<file path="src/design/fps_pkg.sv">
// shared constants, types and state encoding for the binary indexed tree block
package fps_pkg;

    localparam int unsigned MAX_ELEMENTS = 1024;
    localparam int unsigned IDX_W        = $clog2(MAX_ELEMENTS);
    // tree positions run 1..MAX_ELEMENTS and the climb may step past it once
    localparam int unsigned POS_W        = IDX_W + 2;
    localparam int unsigned COUNT_W      = 11;
    localparam int unsigned DATA_W       = 32;
    localparam int unsigned PADDR_W      = 3;
    localparam int unsigned QUEUE_DEPTH  = 2;
    localparam int unsigned QPTR_W       = $clog2(QUEUE_DEPTH);
    localparam int unsigned QCNT_W       = $clog2(QUEUE_DEPTH + 1);

    localparam logic [COUNT_W-1:0] COUNT_RESET = COUNT_W'(1024);
    localparam logic [COUNT_W-1:0] COUNT_MAX   = COUNT_W'(MAX_ELEMENTS);

    localparam logic CMD_UPDATE   = 1'b0;
    localparam logic CMD_QUERY    = 1'b1;
    localparam logic STATUS_OK    = 1'b0;
    localparam logic STATUS_RANGE = 1'b1;

    // register index, taken from paddr[2]
    localparam logic REG_ELEMENT_COUNT = 1'b0;

    typedef struct packed {
        logic              is_query;
        logic              bad;
        logic [IDX_W-1:0]  index_low;
        logic [IDX_W-1:0]  index_high;
        logic [DATA_W-1:0] amount;
    } cmd_t;

    typedef struct packed {
        logic valid;
        cmd_t cmd;
    } queue_head_t;

    typedef enum logic [1:0] {
        BK_CLEAR,
        BK_IDLE,
        BK_WALK,
        BK_FINISH
    } back_state_t;

endpackage

</file>
<file path="src/design/fps_queue.sv">
// short command queue between the front end and the tree walker
module fps_queue (
    input  logic                 clk,
    input  logic                 rst_n,
    input  logic                 push,
    input  fps_pkg::cmd_t        push_cmd,
    input  logic                 pop,
    output fps_pkg::queue_head_t head,
    output logic                 full
);

    fps_pkg::cmd_t                entry_reg [fps_pkg::QUEUE_DEPTH];
    logic [fps_pkg::QPTR_W-1:0]   wr_ptr_reg;
    logic [fps_pkg::QPTR_W-1:0]   wr_ptr_next;
    logic [fps_pkg::QPTR_W-1:0]   rd_ptr_reg;
    logic [fps_pkg::QPTR_W-1:0]   rd_ptr_next;
    logic [fps_pkg::QCNT_W-1:0]   fill_reg;
    logic [fps_pkg::QCNT_W-1:0]   fill_next;
    logic                         do_pop;

    assign full   = (fill_reg == fps_pkg::QCNT_W'(fps_pkg::QUEUE_DEPTH));
    assign do_pop = pop && (fill_reg != '0);

    always_comb
    begin
        wr_ptr_next = wr_ptr_reg;
        rd_ptr_next = rd_ptr_reg;
        fill_next   = fill_reg;
        if (push)
        begin
            wr_ptr_next = wr_ptr_reg + fps_pkg::QPTR_W'(1);
        end
        if (do_pop)
        begin
            rd_ptr_next = rd_ptr_reg + fps_pkg::QPTR_W'(1);
        end
        if (push && !do_pop)
        begin
            fill_next = fill_reg + fps_pkg::QCNT_W'(1);
        end
        else if (!push && do_pop)
        begin
            fill_next = fill_reg - fps_pkg::QCNT_W'(1);
        end
    end

    always_ff @(posedge clk or negedge rst_n)
    begin
        if (!rst_n)
        begin
            wr_ptr_reg <= '0;
            rd_ptr_reg <= '0;
            fill_reg   <= '0;
        end
        else
        begin
            wr_ptr_reg <= wr_ptr_next;
            rd_ptr_reg <= rd_ptr_next;
            fill_reg   <= fill_next;
        end
    end

    always_ff @(posedge clk)
    begin
        if (push)
        begin
            entry_reg[wr_ptr_reg] <= push_cmd;
        end
    end

    assign head.valid = (fill_reg != '0);
    assign head.cmd   = entry_reg[rd_ptr_reg];

endmodule

</file>
<file path="config.mk">
export PLATFORM = sky130hd
export DESIGN_NAME = fps_queue
export DESIGN_NICKNAME = d
export VERILOG_FILES = /design/src/design/fps_pkg.sv /design/src/design/fps_queue.sv
export SDC_FILE = /design/constraint.sdc
export NUM_CORES = 1
export LEC_CHECK = 0
export BUFFER_PORTS_ARGS = -buffer_cell sky130_fd_sc_hd__buf_2
export CAP_MARGIN = 20
export CORE_MARGIN = 3
export CORE_UTILIZATION = 42
export CTS_CLUSTER_SIZE = 16
export DETAILED_ROUTE_END_ITERATION = 10
export GPL_TIMING_DRIVEN = 0
export PLACE_DENSITY = 0.66
export SLEW_MARGIN = 5
export SYNTH_ARGS = -nofsm -noshare
export SYNTH_HDL_FRONTEND = slang
export SYNTH_SLANG_ARGS = --single-unit
</file>
<file path="constraint.sdc">
create_clock -name clk -period 7.1 [get_ports clk]
set_clock_uncertainty 0.05 [all_clocks]
set_input_delay 0.71 -clock clk [delete_from_list [all_inputs] [get_ports clk]]
set_output_delay 0.71 -clock clk [all_outputs]
set_load 0.005 [all_outputs]
</file>
==> metrics.cfg <==
[final_layout]
n_antenna_cell = 0
final_nets = 368
final_common_cell = buf_2
fin_util_pct = 53.3
largest_reg_flops = 108
syn_to_final_growth_pct = 21.7
drive_above_1_share_pct = 59.6
multi_input_area_sq_um = 891
stdcell_count = 447
fill_cells = 817
ff_latch_area_sq_um = 3340
final_cell_mix = 113 x buf_2, 108 x edfxtp_1, 49 x mux2_4, 9 x clkbuf_8, 6 x buf_12

[routing]
drt_first_pass_iters = 6
drt_wl_total_mm = 6.83
postRouteAntennaNets = 0
route.detailed.drc = 0
viasPerCell = 4.51
wl_per_cell_microns = 15.3
vias = 2016
drtIter0Drc = 70

[worst_setup_path]
cpPeakStageDelay_ps = 350
end_kind = output pin
setup.worst_path.start_class = register
crit_type = reg2out
cp.required_ps = 6340
cp_cell_sequence = buf_6 > buf_12 > mux2_4 > buf_2
arrival_ps = 1520
worstPathMaxFanout = 10
crit_slowest_cell = dfrtp_1

[cts]
post_cts_buffers = 0
postCtsHoldBufs = 0
ctsResizeCount = 0
htreeDepth = 3
clk_latency_ps = 350
cts.clk_slew.worst_paths_ps = 90
cts_buffers = 9
clk_path_buf_depth = 2
clock_sinks = 112
cts_tree = done
ctsRootBufferMaster = clkbuf_8

[placed_design]
numPortBuffers = 113
dp_hpwl_mm = 4.52
routabilityCongestion = 0.623
dp_cells = 431

[power_and_ir_drop]
max-vdd-ir-drop_mv = 0.184
leakage_uw = 0.00212
power_per_cell_area_nw_per_um2 = 368

[grt]
grt_pass1_wl_mm = 10.6
use_met3_pct = 3.36
grt.busiest_layer = met2
grt_pass1_vias = 2120
antenna_found_initial = 0
grt_max_degree = 55
overflow = 0
gr-usage-met2_pct = 20.4
grtUsageMet1_pct = 14.5
grt_util_all_layers_pct = 12.2

[synthesis]
netlist_area_sq_um = 4340
yosys_warnings = 0
syn_area_per_cell_sq_um = 23.6
seq_area_frac_synth_pct = 77.1
synth_nets = 243
synth.area.top_cells = edfxtp_1 75%, mux2_4 17%, buf_12 2.3%
yosysTopAreaCellShare_pct = 74.8
yosysTopAreaCell = edfxtp_1
synth_cells = 184
synth_seq_cells = 112
ys_types = 14

[timing]
finalHoldViolCount = 0
fmax_mhz = 439
fin_crit_sh_pct = 32.1
setup_viol = 0
final_max_slew_viol_count = 0
fin_crit_ps = 2280
rsz0062_at_grt = no
setup_tns_ps = 0
worst_slew_pin_slew_ps = 818
relSlewSlack_pct = 45.4

[outcome]
outcome = complete, no violations

[worst_hold_path]
hp-class = in2async

[floorplanning]
dieArea_sq_um = 11600
die-width_microns = 108
row_count = 36
core_sq_um = 9910
die_h_microns = 108
start_util_pct = 43.8
num_io_pins = 114

[flow_run]
maxCapViolations = 0

## where the power goes
part,internal [uW],total [uW],switching [uW]
logic,391,678,287
clock network,162,350,188
registers,878,914,36.1
## critical path, delay by kind of cell (launching register included)
kind | cells | cell delay (ps)
buffers and inverters | 3 | 490
multiplexers | 1 | 310
flip-flops | 1 | 350
## synthesized netlist by cell type
master and count:
ha_1 1, and2_1 1, nor2b_1 2, nor2_1 1, xnor2_1 2, or2_1 1
edfxtp_1 108, buf_6 1, mux2_4 49, buf_12 5, mux2_2 5, dfrtp_1 4
xor2_1 3, nand2_1 1
## cells by family (layout without fill, tap and decap cells)
logic type	after synthesis	after routing	synth area share (%)
XOR/XNOR	5	5	1.01
multiplexers	54	54	18.3
buffers and inverters	6	136	2.57
flip-flops	112	112	77.1
AND/OR/NAND/NOR	6	6	0.750
adder cells (fa/ha/maj)	1	1	0.289
## path summary, 6_finish.rpt
check | start | to | depth (start not counted) | slack (ps)
min reg2reg | fill_reg[1] | fill_reg[1] | 1 | 450
max in group asynchronous | rst_n | rd_ptr_reg | 1 | 6790
min | rst_n | fill_reg[1] | 1 | 90
min in group clk | fill_reg[1] | fill_reg[1] | 1 | 450
max | rd_ptr_reg | head[53] | 4 | 4820
max reg2reg | wr_ptr_reg | entry_reg[0][45] | 2 | 5340
## through the flow
stage          worst slack [ps]  instance area [sq um]  power (uW)  hold slack [ps]
6_report                   4820                   5280        1940             92.7
5_1_grt                    4750                   5280        2050             64.6
2_1_floorplan              3480                   4340        1390              364
3_3_place_gp               1880                   5070        1620              413
3_5_place_dp               4840                   5100        1620              445
4_1_cts                    4780                   5280        1980             68.0
## routing by layer
metal,wire length [microns],vias to the layer above
met2,3480,68
met4,88,0
met3,451,8
met5,0,-
met1,2810,975
li1,-,965
## final cells by class
type,instances,area share [%]
buffer,6,2.11
clock buffer,12,2.56
multi-input combinational,66,16.9
timing repair buffer,114,11.1
sequential,112,63.3
clock inverter,4,0.853
tap,133,3.15
No activity file was read; power rests on OpenSTA's default activity.
