==> config.mk <==
export PLATFORM = sky130hd
export DESIGN_NAME = fps_front
export DESIGN_NICKNAME = d
export VERILOG_FILES = /design/src/design/fps_pkg.sv /design/src/design/fps_front.sv
export SDC_FILE = /design/constraint.sdc
export NUM_CORES = 1
export LEC_CHECK = 0
export BUFFER_PORTS_ARGS = -buffer_cell sky130_fd_sc_hd__buf_2
export CAP_MARGIN = 5
export CORE_AREA = 2 2 72 74
export CTS_CLUSTER_DIAMETER = 40
export DETAILED_ROUTE_END_ITERATION = 12
export DIE_AREA = 0 0 74 76
export GPL_TIMING_DRIVEN = 0
export PLACE_DENSITY = 0.79
export SYNTH_ARGS = -nofsm -noshare
export SYNTH_HDL_FRONTEND = slang
export SYNTH_SLANG_ARGS = --single-unit
==> constraint.sdc <==
create_clock -name clk -period 3.75 [get_ports clk]
set_input_delay 0 -clock clk [delete_from_list [all_inputs] [get_ports clk]]
set_output_delay 0 -clock clk [all_outputs]
set_load 0.02 [all_outputs]
==> src/design/fps_pkg.sv <==
// shared constants, types and state encoding for the binary indexed tree block
package fps_pkg;

    localparam int unsigned MAX_ELEMENTS = 1024;
    localparam int unsigned IDX_W        = $clog2(MAX_ELEMENTS);
    // tree positions run 1..MAX_ELEMENTS and the climb may step past it once
    localparam int unsigned POS_W        = IDX_W + 2;
    localparam int unsigned COUNT_W      = 11;
    localparam int unsigned DATA_W       = 32;
    localparam int unsigned PADDR_W      = 3;
    localparam int unsigned QUEUE_DEPTH  = 2;
    localparam int unsigned QPTR_W       = $clog2(QUEUE_DEPTH);
    localparam int unsigned QCNT_W       = $clog2(QUEUE_DEPTH + 1);

    localparam logic [COUNT_W-1:0] COUNT_RESET = COUNT_W'(1024);
    localparam logic [COUNT_W-1:0] COUNT_MAX   = COUNT_W'(MAX_ELEMENTS);

    localparam logic CMD_UPDATE   = 1'b0;
    localparam logic CMD_QUERY    = 1'b1;
    localparam logic STATUS_OK    = 1'b0;
    localparam logic STATUS_RANGE = 1'b1;

    // register index, taken from paddr[2]
    localparam logic REG_ELEMENT_COUNT = 1'b0;

    typedef struct packed {
        logic              is_query;
        logic              bad;
        logic [IDX_W-1:0]  index_low;
        logic [IDX_W-1:0]  index_high;
        logic [DATA_W-1:0] amount;
    } cmd_t;

    typedef struct packed {
        logic valid;
        cmd_t cmd;
    } queue_head_t;

    typedef enum logic [1:0] {
        BK_CLEAR,
        BK_IDLE,
        BK_WALK,
        BK_FINISH
    } back_state_t;

endpackage

==> src/design/fps_front.sv <==
// front end: element count register, apb port, command accept and range check
module fps_front (
    input  logic                              clk,
    input  logic                              rst_n,
    input  logic                              start,
    input  logic                              command,
    input  logic [fps_pkg::IDX_W-1:0]         index_low,
    input  logic [fps_pkg::IDX_W-1:0]         index_high,
    input  logic signed [fps_pkg::DATA_W-1:0] add_value,
    input  logic                              psel,
    input  logic                              penable,
    input  logic                              pwrite,
    input  logic [fps_pkg::PADDR_W-1:0]       paddr,
    input  logic [fps_pkg::DATA_W-1:0]        pwdata,
    output logic [fps_pkg::DATA_W-1:0]        prdata,
    output logic                              pready,
    input  logic                              queue_full,
    input  logic                              clearing,
    output logic                              busy,
    output logic                              push,
    output fps_pkg::cmd_t                     push_cmd
);

    logic [fps_pkg::COUNT_W-1:0] count_reg;
    logic [fps_pkg::COUNT_W-1:0] count_next;
    logic [fps_pkg::COUNT_W-1:0] eff_count;
    logic                        cfg_write;
    logic                        low_bad;
    logic                        high_bad;

    assign pready    = 1'b1;
    assign cfg_write = psel && penable && pwrite && pready
                       && (paddr[2] == fps_pkg::REG_ELEMENT_COUNT);

    always_comb
    begin
        count_next = count_reg;
        if (cfg_write)
        begin
            count_next = pwdata[fps_pkg::COUNT_W-1:0];
        end
    end

    always_ff @(posedge clk or negedge rst_n)
    begin
        if (!rst_n)
        begin
            count_reg <= fps_pkg::COUNT_RESET;
        end
        else
        begin
            count_reg <= count_next;
        end
    end

    assign prdata = (paddr[2] == fps_pkg::REG_ELEMENT_COUNT)
                    ? {{(fps_pkg::DATA_W-fps_pkg::COUNT_W){1'b0}}, count_reg}
                    : '0;

    // count clipped to the store size
    assign eff_count = (count_reg > fps_pkg::COUNT_MAX) ? fps_pkg::COUNT_MAX : count_reg;

    assign low_bad  = ({1'b0, index_low}  >= eff_count);
    assign high_bad = ({1'b0, index_high} >= eff_count);

    assign busy = clearing || queue_full;
    assign push = start && !busy;

    always_comb
    begin
        push_cmd.is_query   = (command == fps_pkg::CMD_QUERY);
        push_cmd.bad        = (command == fps_pkg::CMD_QUERY) ? (low_bad || high_bad) : low_bad;
        push_cmd.index_low  = index_low;
        push_cmd.index_high = index_high;
        push_cmd.amount     = add_value;
    end

endmodule

==> impl_metrics.yaml, run 1 <==
outcome:
  outcome: "complete, no violations"
clocking:
  cts_buffers: 3
  clock-sinks: 11
  cts_hold_buffers: 6
  path_clk_slew_ps: 50
  root_buffer: "clkbuf_8"
  post_cts_buffers: 0
  cts.repair.resized: 0
  clk_latency_ps: 230
  clk_path_buf_depth: 2
  cts_tree: "yes"
  ctsHtreeMaxLevel: 1
die:
  die_area_um2: 5624
  core_area_um2: 4912
  die_w_um: 74
  std_cell_rows: 26
  start_util_pct: 31.89
  fp.dieH_um: 76
  io_pins: 185
yosys:
  synth_top_area_share_pct: 35.94
  syn-cell-area_um2: 1567
  postSynthCellCount: 175
  yosys-top-cells-area: "buf_4 36%, dfrtp_1 16%, ha_1 16%, mux2_2 7.2%, nor2b_1 4.8%"
  seq_area_frac_synth_pct: 17.65
  avgSynthCellArea_um2: 8.951
  synthDistinctLibCells: 30
  yosys_warnings: 0
  post-synth-top-area-cell: "buf_4"
  ys_ff_latch: 11
setup_path:
  r2r_setup_slack_ps: 2950
  cp-end-kind: "output pin"
  arrival_ps: 2630
  endpoint: "push_cmd[52]"
  reg2reg_to: "count_reg[9]"
  rr_worst_depth: 1
  cp-startpoint: "count_reg[10]"
  r2r_start: "count_reg[9]"
  critPathKind: "flop to output pin"
  cp_data_required_time_ps: 3750
  critPathLaunchType: "flop"
  critPathMaxFanout: 10
cells_and_area:
  areaGrowthSynthToFinish_pct: 51.28
  layout_common_cells: "108 x buf_2, 75 x buf_4, 22 x conb_1"
  largest_register_ffs: 11
  drive_above_1_share_pct: 64.10
  multi_input_area_um2: 778.2
  mostFrequentLayoutCell: "buf_2"
  fin_area_um2: 2370
  final-seq-area_um2: 276.5
  nets: 429
  finish.utilization_pct: 48.24
  diodes: 0
  fill_cells: 485
timing:
  worst_clock_skew_ps: 0
  max_freq_mhz: 379.6
  rsz0062_at_grt: "no"
  fin_tns_setup_ps: 0
  setup_viol: 0
  min_period_ps: 2634
  final_max_slew_viol_count: 0
  hold_viol_final: 0
  timing.final.crit_share_pct: 70.25
global_routing:
  grt_use_met1_pct: 13.28
  grt_util_met3_pct: 0.9259
  top_usage_layer: "met2"
  grt_pass1_vias: 1352
  track_usage_pct: 12.15
  antenna_found_initial: 0
  grt.overflow.total: 0
  grt_pass1_wl_um: 5575
  grt_max_degree: 12
  met2_usage_pct: 24.02
placed_design:
  placed_area_um2: 2265
  dp_hpwl_um: 3335
  place_congestion: 0.7134
  port_buffers: 107
power:
  leakage_nw: 1.387
  power_density_nw_per_um2: 292.9
  ir_worst_vdd_v: 0.0002389
detailed_routing:
  dr.first_iter.drc_count: 11
  via_per_inst: 3.848
  drt_first_pass_iters: 4
  antenna_left: 0
  drc: 0
  route.vias.total: 1470
  wl_um: 3757
  avgRoutedWirePerCell_um: 9.835
min_path:
  hp-class: "primary input to flop"
job:
  cap_violations: 0
==> where the power goes <==
group | switching, W | internal, W
Clock | 0.0000421 | 0.0000744
Sequential | 0.0000220 | 0.000147
Combinational | 0.000207 | 0.000201
Total | 0.000271 | 0.000423
==> cells by family (layout without fill, tap and decap cells) <==
family / count (synthesis) / in the layout / share of synthesized area (%)
buffers and inverters: 81 / 198 / 37.46
AND/OR/NAND/NOR: 35 / 35 / 13.58
other: 2 / 22 / 0.4794
adder cells (fa/ha/maj): 20 / 20 / 15.97
AO/OA/AOI/OAI: 15 / 15 / 6.949
multiplexers: 11 / 11 / 7.907
flip-flops: 11 / 11 / 17.65
==> area by class of cell <==
| type | instances | area share [%] |
|---|---|---|
| well taps | 70 | 3.696 |
| clock buffers | 4 | 1.901 |
| flip-flops and latches | 11 | 11.67 |
| repair buffers | 113 | 25.13 |
| plain buffers | 78 | 24.29 |
| inverters | 3 | 0.4752 |
| multi-input cells | 103 | 32.84 |
==> metal layers <==
metal	part of all wire (%)	vias to the layer above
met5	0	-
met1	37	620
met2	53	85
met3	8.4	7
met4	1.5	0
li1	-	758
==> Yosys cell counts (all sizes together) <==
cell	n
a211o	2
a211oi	1
a21o	3
a21oi	3
a221oi	1
a41oi	1
buf	76
clkbuf	2
conb	2
dfrtp	10
dfstp	1
ha	20
inv	3
mux2	11
nand2	3
nand2b	11
nand4	2
nand4b	1
nor2	4
nor2b	12
o211ai	1
o21a	1
o21ai	1
o31ai	1
or2	1
or4	1
==> per-stage QoR <==
stage | instances | hold slack (ps) | worst slack [ps] | power (W)
after global placement | 372 | -124.5 | 1267 | 0.0005665
after floorplan | 195 | -295.6 | 1793 | 0.0004621
final | 382 | 1.742 | 1116 | 0.0006942
after global routing | 382 | 5.906 | 871.5 | 0.0007499
after detailed placement | 372 | -119.3 | 1319 | 0.0005784
after CTS | 382 | 0.006023 | 1057 | 0.0007022
==> how the worst min path moves through the flow <==
stage | start | endpoint | slack (ps) | depth (start not counted)
2_1_floorplan | rst_n | count_reg[0] | -300 | 0
3_3_place_gp | rst_n | count_reg[9] | -120 | 1
3_5_place_dp | rst_n | count_reg[9] | -120 | 1
4_1_cts | pwdata[1] | count_reg[1] | 0.006 | 2
5_1_grt | pwdata[5] | count_reg[5] | 6 | 2
6_report | pwdata[1] | count_reg[1] | 2 | 2
==> critical path: stages, from the launching register on <==
cell and delay, ps:
dfstp_2 560, clkbuf_1 290, nand2b_1 200, ha_1 260, a21o_2 190, a21o_1 170
a221oi_1 330, or4_1 150, o21ai_1 70, buf_2 170
(Power assumes the default switching activity.)
==> inputs of run 2 (changes only) <==
- ABC_AREA: unset -> 1
- CORE_AREA: 2 2 72 74 -> unset
- CORE_MARGIN: unset -> 2
- CORE_UTILIZATION: unset -> 35
- DIE_AREA: 0 0 74 76 -> unset
- PLACE_DENSITY: 0.79 -> 0.82
- clock period: 3.75 -> 2.7 ns (I/O delays scaled with it)
==> run 2 against run 1 <==
  * Synthesized cell count rose by 37%
  * Clock power rose by 39%
  * Setup slack got worse by 780 ps
  * Sequential share of layout area fell by 0.15 points
  * Critical path depth rose by 3
  * Core utilization rose by 3.3 points
  * Non-clock buffer count fell by 5
==> impl_metrics.yaml, run 2 <==
global_routing:
  track_usage_pct: 13.24
  grt_max_degree: 12
  grt_pass1_wl_um: 5678
  antenna_found_initial: 0
  grt_pass1_vias: 1416
  grt.overflow.total: 0
yosys:
  post-synth-top-area-cell: "buf_4"
  seq_area_frac_synth_pct: 16.58
  syn-cell-area_um2: 1668
  synth.most_common_cell: "buf_4"
  synth_top_area_share_pct: 33.76
  synth_top_cells_by_count: "75 x buf_4, 39 x nor2_1, 37 x nand2_1, 21 x inv_1, 20 x ha_1"
  postSynthCellCount: 240
  yosys-top-cells-area: "buf_4 34%, dfrtp_1 15%, ha_1 15%, nor2_1 8.8%, nand2_1 8.3%"
  synthDistinctLibCells: 20
  yosys_warnings: 0
  async_flop_share_pct: 100.0
  ys_ff_latch: 11
  synthFlopType: "dfrtp_1"
  avgSynthCellArea_um2: 6.949
  synth_edf_count: 0
cells_and_area:
  drive_above_1_share_pct: 51.88
  nets: 489
  diodes: 0
  layout_common_cells: "109 x buf_2, 75 x buf_4, 39 x nor2_1"
  largest_register_ffs: 11
  mostFrequentLayoutCell: "buf_2"
  areaGrowthSynthToFinish_pct: 43.96
clocking:
  ctsHtreeMaxLevel: 1
  cts_tree: "yes"
  clock-sinks: 11
  cts.repair.resized: 0
  clk_latency_ps: 240
  cts_buffers: 3
  clk_path_buf_depth: 2
  path_clk_slew_ps: 50
  root_buffer: "clkbuf_8"
  post_cts_buffers: 0
  cts_hold_buffers: 1
detailed_routing:
  avgRoutedWirePerCell_um: 9.082
  route.vias.total: 1734
  via_per_inst: 4.070
  drt_first_pass_iters: 4
  antenna_left: 0
  wl_um: 3869
  drc: 0
  dr.first_iter.drc_count: 49
timing:
  worst_clock_skew_ps: 0
  fin_tns_setup_ps: 0
  max_freq_mhz: 423.4
  min_period_ps: 2362
  final_max_slew_viol_count: 0
  hold_viol_final: 0
  rsz0062_at_grt: "no"
  setup_viol: 0
  timing.final.crit_share_pct: 87.47
placed_design:
  port_buffers: 107
  place_congestion: 0.7786
  dp_hpwl_um: 3499
min_path:
  hp-class: "primary input to flop"
setup_path:
  crit_slowest_cell: "dfrtp_1"
  critPathMaxFanout: 8
  crit_family: "simple AND/OR/NAND/NOR gates"
  cp-end-kind: "output pin"
  critical_path_buf_inv_count: 1
  cpPeakStageDelay_ps: 390
  critPathLaunchType: "flop"
  path_cells: "nor2_1 > nand3_1 > nand3b_4 > o21ai_4 > nand2_1 > ha_1 > a21o_1 > nor2_1 > nand2_1 > a21oi_1 > nand2_1 > buf_2"
  critPathKind: "flop to output pin"
  crit_top_cell: "nand2_1"
  arrival_ps: 2360
  cp_data_required_time_ps: 2700
power:
  ir_worst_vdd_v: 0.0003125
  total_power_w: 0.0009466
  leakage_nw: 1.528
  power_density_nw_per_um2: 394.3
die:
  io_pins: 185
  fp.dieH_um: 73.03
  die_area_um2: 5333
  die_w_um: 73.03
  std_cell_rows: 25
  core_area_um2: 4661
  start_util_pct: 35.79
job:
  cap_violations: 0
outcome:
  outcome: "complete, no violations"
==> run 2: cells by family after synthesis <==
kind of cell / synth area share (%)
buffers and inverters: 39.53
DFF: 16.58
other: 0.4503
AOI/OAI and AO/OA: 6.827
and+or+nand+nor: 21.61
adders and majority gates: 15.00
==> run 2: worst min-delay path, delay by kind of cell <==
kind | cells | cell delay (ps)
compound gates | 1 | 50
buf+inv | 1 | 90
simple gates | 1 | 90
==> run 2: worst paths after layout <==
path	from	endpoint	slack [ps]	cells past startpoint
hold reg to reg	count_reg[5]	count_reg[5]	550	2
setup reg to reg	count_reg[10]	count_reg[10]	1760	2
min in group asynchronous	rst_n	count_reg[4]	160	2
setup / recovery	count_reg[4]	push_cmd[52]	340	12
hold / removal	pwdata[10]	count_reg[10]	0.6	3
max in group asynchronous	rst_n	count_reg[10]	2280	2
==> run 2: power by group <==
| group | switching, W | leakage, nW | internal [W] | total [W] |
|---|---|---|---|---|
| Sequential | 0.0000235 | 0.117 | 0.000199 | 0.000222 |
| Clock | 0.0000595 | 0.0228 | 0.000103 | 0.000163 |
| Combinational | 0.000328 | 1.39 | 0.000234 | 0.000562 |
| Total | 0.000411 | 1.53 | 0.000536 | 0.000947 |
==> run 2: cell type report <==
class / instances / area (um^2)
buffer: 78 / 576.8
fill: 493 / 2260
inverter: 22 / 82.58
sequential: 11 / 276.5
tap: 54 / 67.56
timing repair buffer: 108 / 545.5
clock buffer: 4 / 45.04
multi-input combinational: 149 / 807.0
==> run 2: per-layer routing <==
metal | vias to the layer above | share of wire [%] | track usage, %
met5 | - | 0 | 0
met4 | 0 | 1.1 | 4.321
met3 | 5 | 7.8 | 1.519
met2 | 79 | 51 | 25.93
met1 | 737 | 40 | 14.48
li1 | 913 | - | -
==> run 2: metrics by stage <==
stage	cells	worst slack [ps]	hold WS (ps)	util (%)	instance area, um^2
3_5_place_dp	421	583.5	-126.3	50.34	2346
6_report	426	338.4	0.5998	51.52	2401
3_3_place_gp	421	601.2	-129.0	50.34	2346
5_1_grt	426	76.77	6.779	51.52	2401
2_1_floorplan	260	840.7	-295.6	-	1743
4_1_cts	426	319.1	0.5695	51.52	2401
==> inputs of run 3 (changes only) <==
- RECOVER_POWER: unset -> 50
==> run 3 against run 2 <==
  * First-iteration DRC count down 16%
  * Critical endpoint unchanged
  * Sequential cell count unchanged
  * Cell count unchanged
==> impl_metrics.yaml, run 3 (same netlist as run 2, synthesis figures left out) <==
die:
  std_cell_rows: 25
  die_area_um2: 5333
  start_util_pct: 35.79
  fp.dieH_um: 73.03
  core_area_um2: 4661
  die_w_um: 73.03
  io_pins: 185
detailed_routing:
  antenna_left: 0
  avgRoutedWirePerCell_um: 9.174
  wl_um: 3908
  drt_first_pass_iters: 4
  via_per_inst: 4.066
  route.vias.total: 1732
  dr.first_iter.drc_count: 41
  drc: 0
cells_and_area:
  layout_common_cells: "75 x buf_4, 65 x buf_2, 46 x clkbuf_1"
  diodes: 0
  multi_input_area_um2: 807.0
  mostFrequentLayoutCell: "buf_4"
  nets: 489
  drive_above_1_share_pct: 40.05
  largest_register_ffs: 11
  final-seq-area_um2: 276.5
  areaGrowthSynthToFinish_pct: 40.66
  fill_cells: 512
power:
  power_density_nw_per_um2: 400.0
  ir_worst_vdd_v: 0.0003125
  leakage_nw: 1.407
  total_power_w: 0.0009383
setup_path:
  rr_worst_depth: 2
  critPathLaunchType: "flop"
  reg2reg_to: "count_reg[10]"
  r2r_setup_slack_ps: 1760
  cp-end-kind: "output pin"
  endpoint: "push_cmd[52]"
  cp-startpoint: "count_reg[4]"
  cp_data_required_time_ps: 2700
  r2r_start: "count_reg[10]"
  arrival_ps: 2360
  path_cells: "nor2_1 > nand3_1 > nand3b_4 > o21ai_4 > nand2_1 > ha_1 > a21o_1 > nor2_1 > nand2_1 > a21oi_1 > nand2_1 > buf_2"
  critPathKind: "flop to output pin"
  critPathMaxFanout: 8
  crit_slowest_cell: "dfrtp_1"
  cpPeakStageDelay_ps: 390
  crit_top_cell: "nand2_1"
timing:
  rsz0062_at_grt: "no"
  max_freq_mhz: 423.4
  fin_tns_setup_ps: 0
  worst_clock_skew_ps: 0
  min_period_ps: 2362
  timing.final.crit_share_pct: 87.47
  setup_viol: 0
  final_max_slew_viol_count: 0
  hold_viol_final: 0
global_routing:
  grt_max_degree: 12
  grt_pass1_wl_um: 5678
  track_usage_pct: 13.24
  grt_pass1_vias: 1416
  antenna_found_initial: 0
  grt.overflow.total: 0
min_path:
  hp-class: "primary input to flop"
  min_delay_path_depth: 3
clocking:
  path_clk_slew_ps: 50
  root_buffer: "clkbuf_8"
  clock-sinks: 11
  cts_buffers: 3
  cts_tree: "yes"
  clk_latency_ps: 240
  ctsHtreeMaxLevel: 1
  clk_path_buf_depth: 2
  post_cts_buffers: 0
placed_design:
  dp_hpwl_um: 3499
  port_buffers: 107
  place_congestion: 0.7786
outcome:
  outcome: "complete, no violations"
job:
  cap_violations: 0
-- run 3: routing by layer --
metal  vias up  track usage [%]  wire (um)
li1        913                -          -
met1       731            14.48       1585
met2        83            25.93       1967
met3         5            1.519        311
met4         0            4.321         44
met5         -                0          0
-- run 3: stage by stage --
stage	hold WS, ps	utilization, %	instances	cell area (um^2)	setup WS (ps)
floorplan	-295.6	-	260	1743	840.7
global placement	-129.0	50.34	421	2346	601.2
detailed placement	-126.3	50.34	421	2346	583.5
CTS	0.5695	51.52	426	2401	319.1
global route	6.779	50.34	426	2346	76.77
finish	0.5995	50.34	426	2346	338.3
-- run 3: worst min path at each step --
stage,startpoint,end
CTS,pwdata[10],count_reg[10]
global placement,rst_n,count_reg[4]
global route,pwdata[10],count_reg[10]
floorplan,rst_n,count_reg[0]
detailed placement,rst_n,count_reg[4]
finish,pwdata[10],count_reg[10]
-- run 3: final cells by class --
class	count	share of cell area, %
Multi-Input combinational cell	149	34.40
Buffer	78	24.59
Sequential cell	11	11.79
Clock buffer	4	1.920
Tap cell	54	2.880
Timing Repair Buffer	108	20.91
Inverter	22	3.520
-- run 3: what timing repair did --
item                                   in CTS  in global routing
endpoints found under the hold margin      11                  0
resized for setup                           0                  0
hold buffers                                1                  0
-- run 3: power breakdown --
| part | leakage [nW] | switching (W) | internal (W) | total (W) |
|---|---|---|---|---|
| clock network | 0.0228 | 0.0000595 | 0.000103 | 0.000163 |
| logic | 1.27 | 0.000329 | 0.000224 | 0.000553 |
| registers | 0.117 | 0.0000235 | 0.000199 | 0.000222 |
-- run 3: critical path: cells and delay by family, from the launching register on --
kind	cells	cell delay, ps
flops	1	390
simple gates	7	710
buf+inv	1	150
compound gates	3	550
fa+ha+maj	1	310
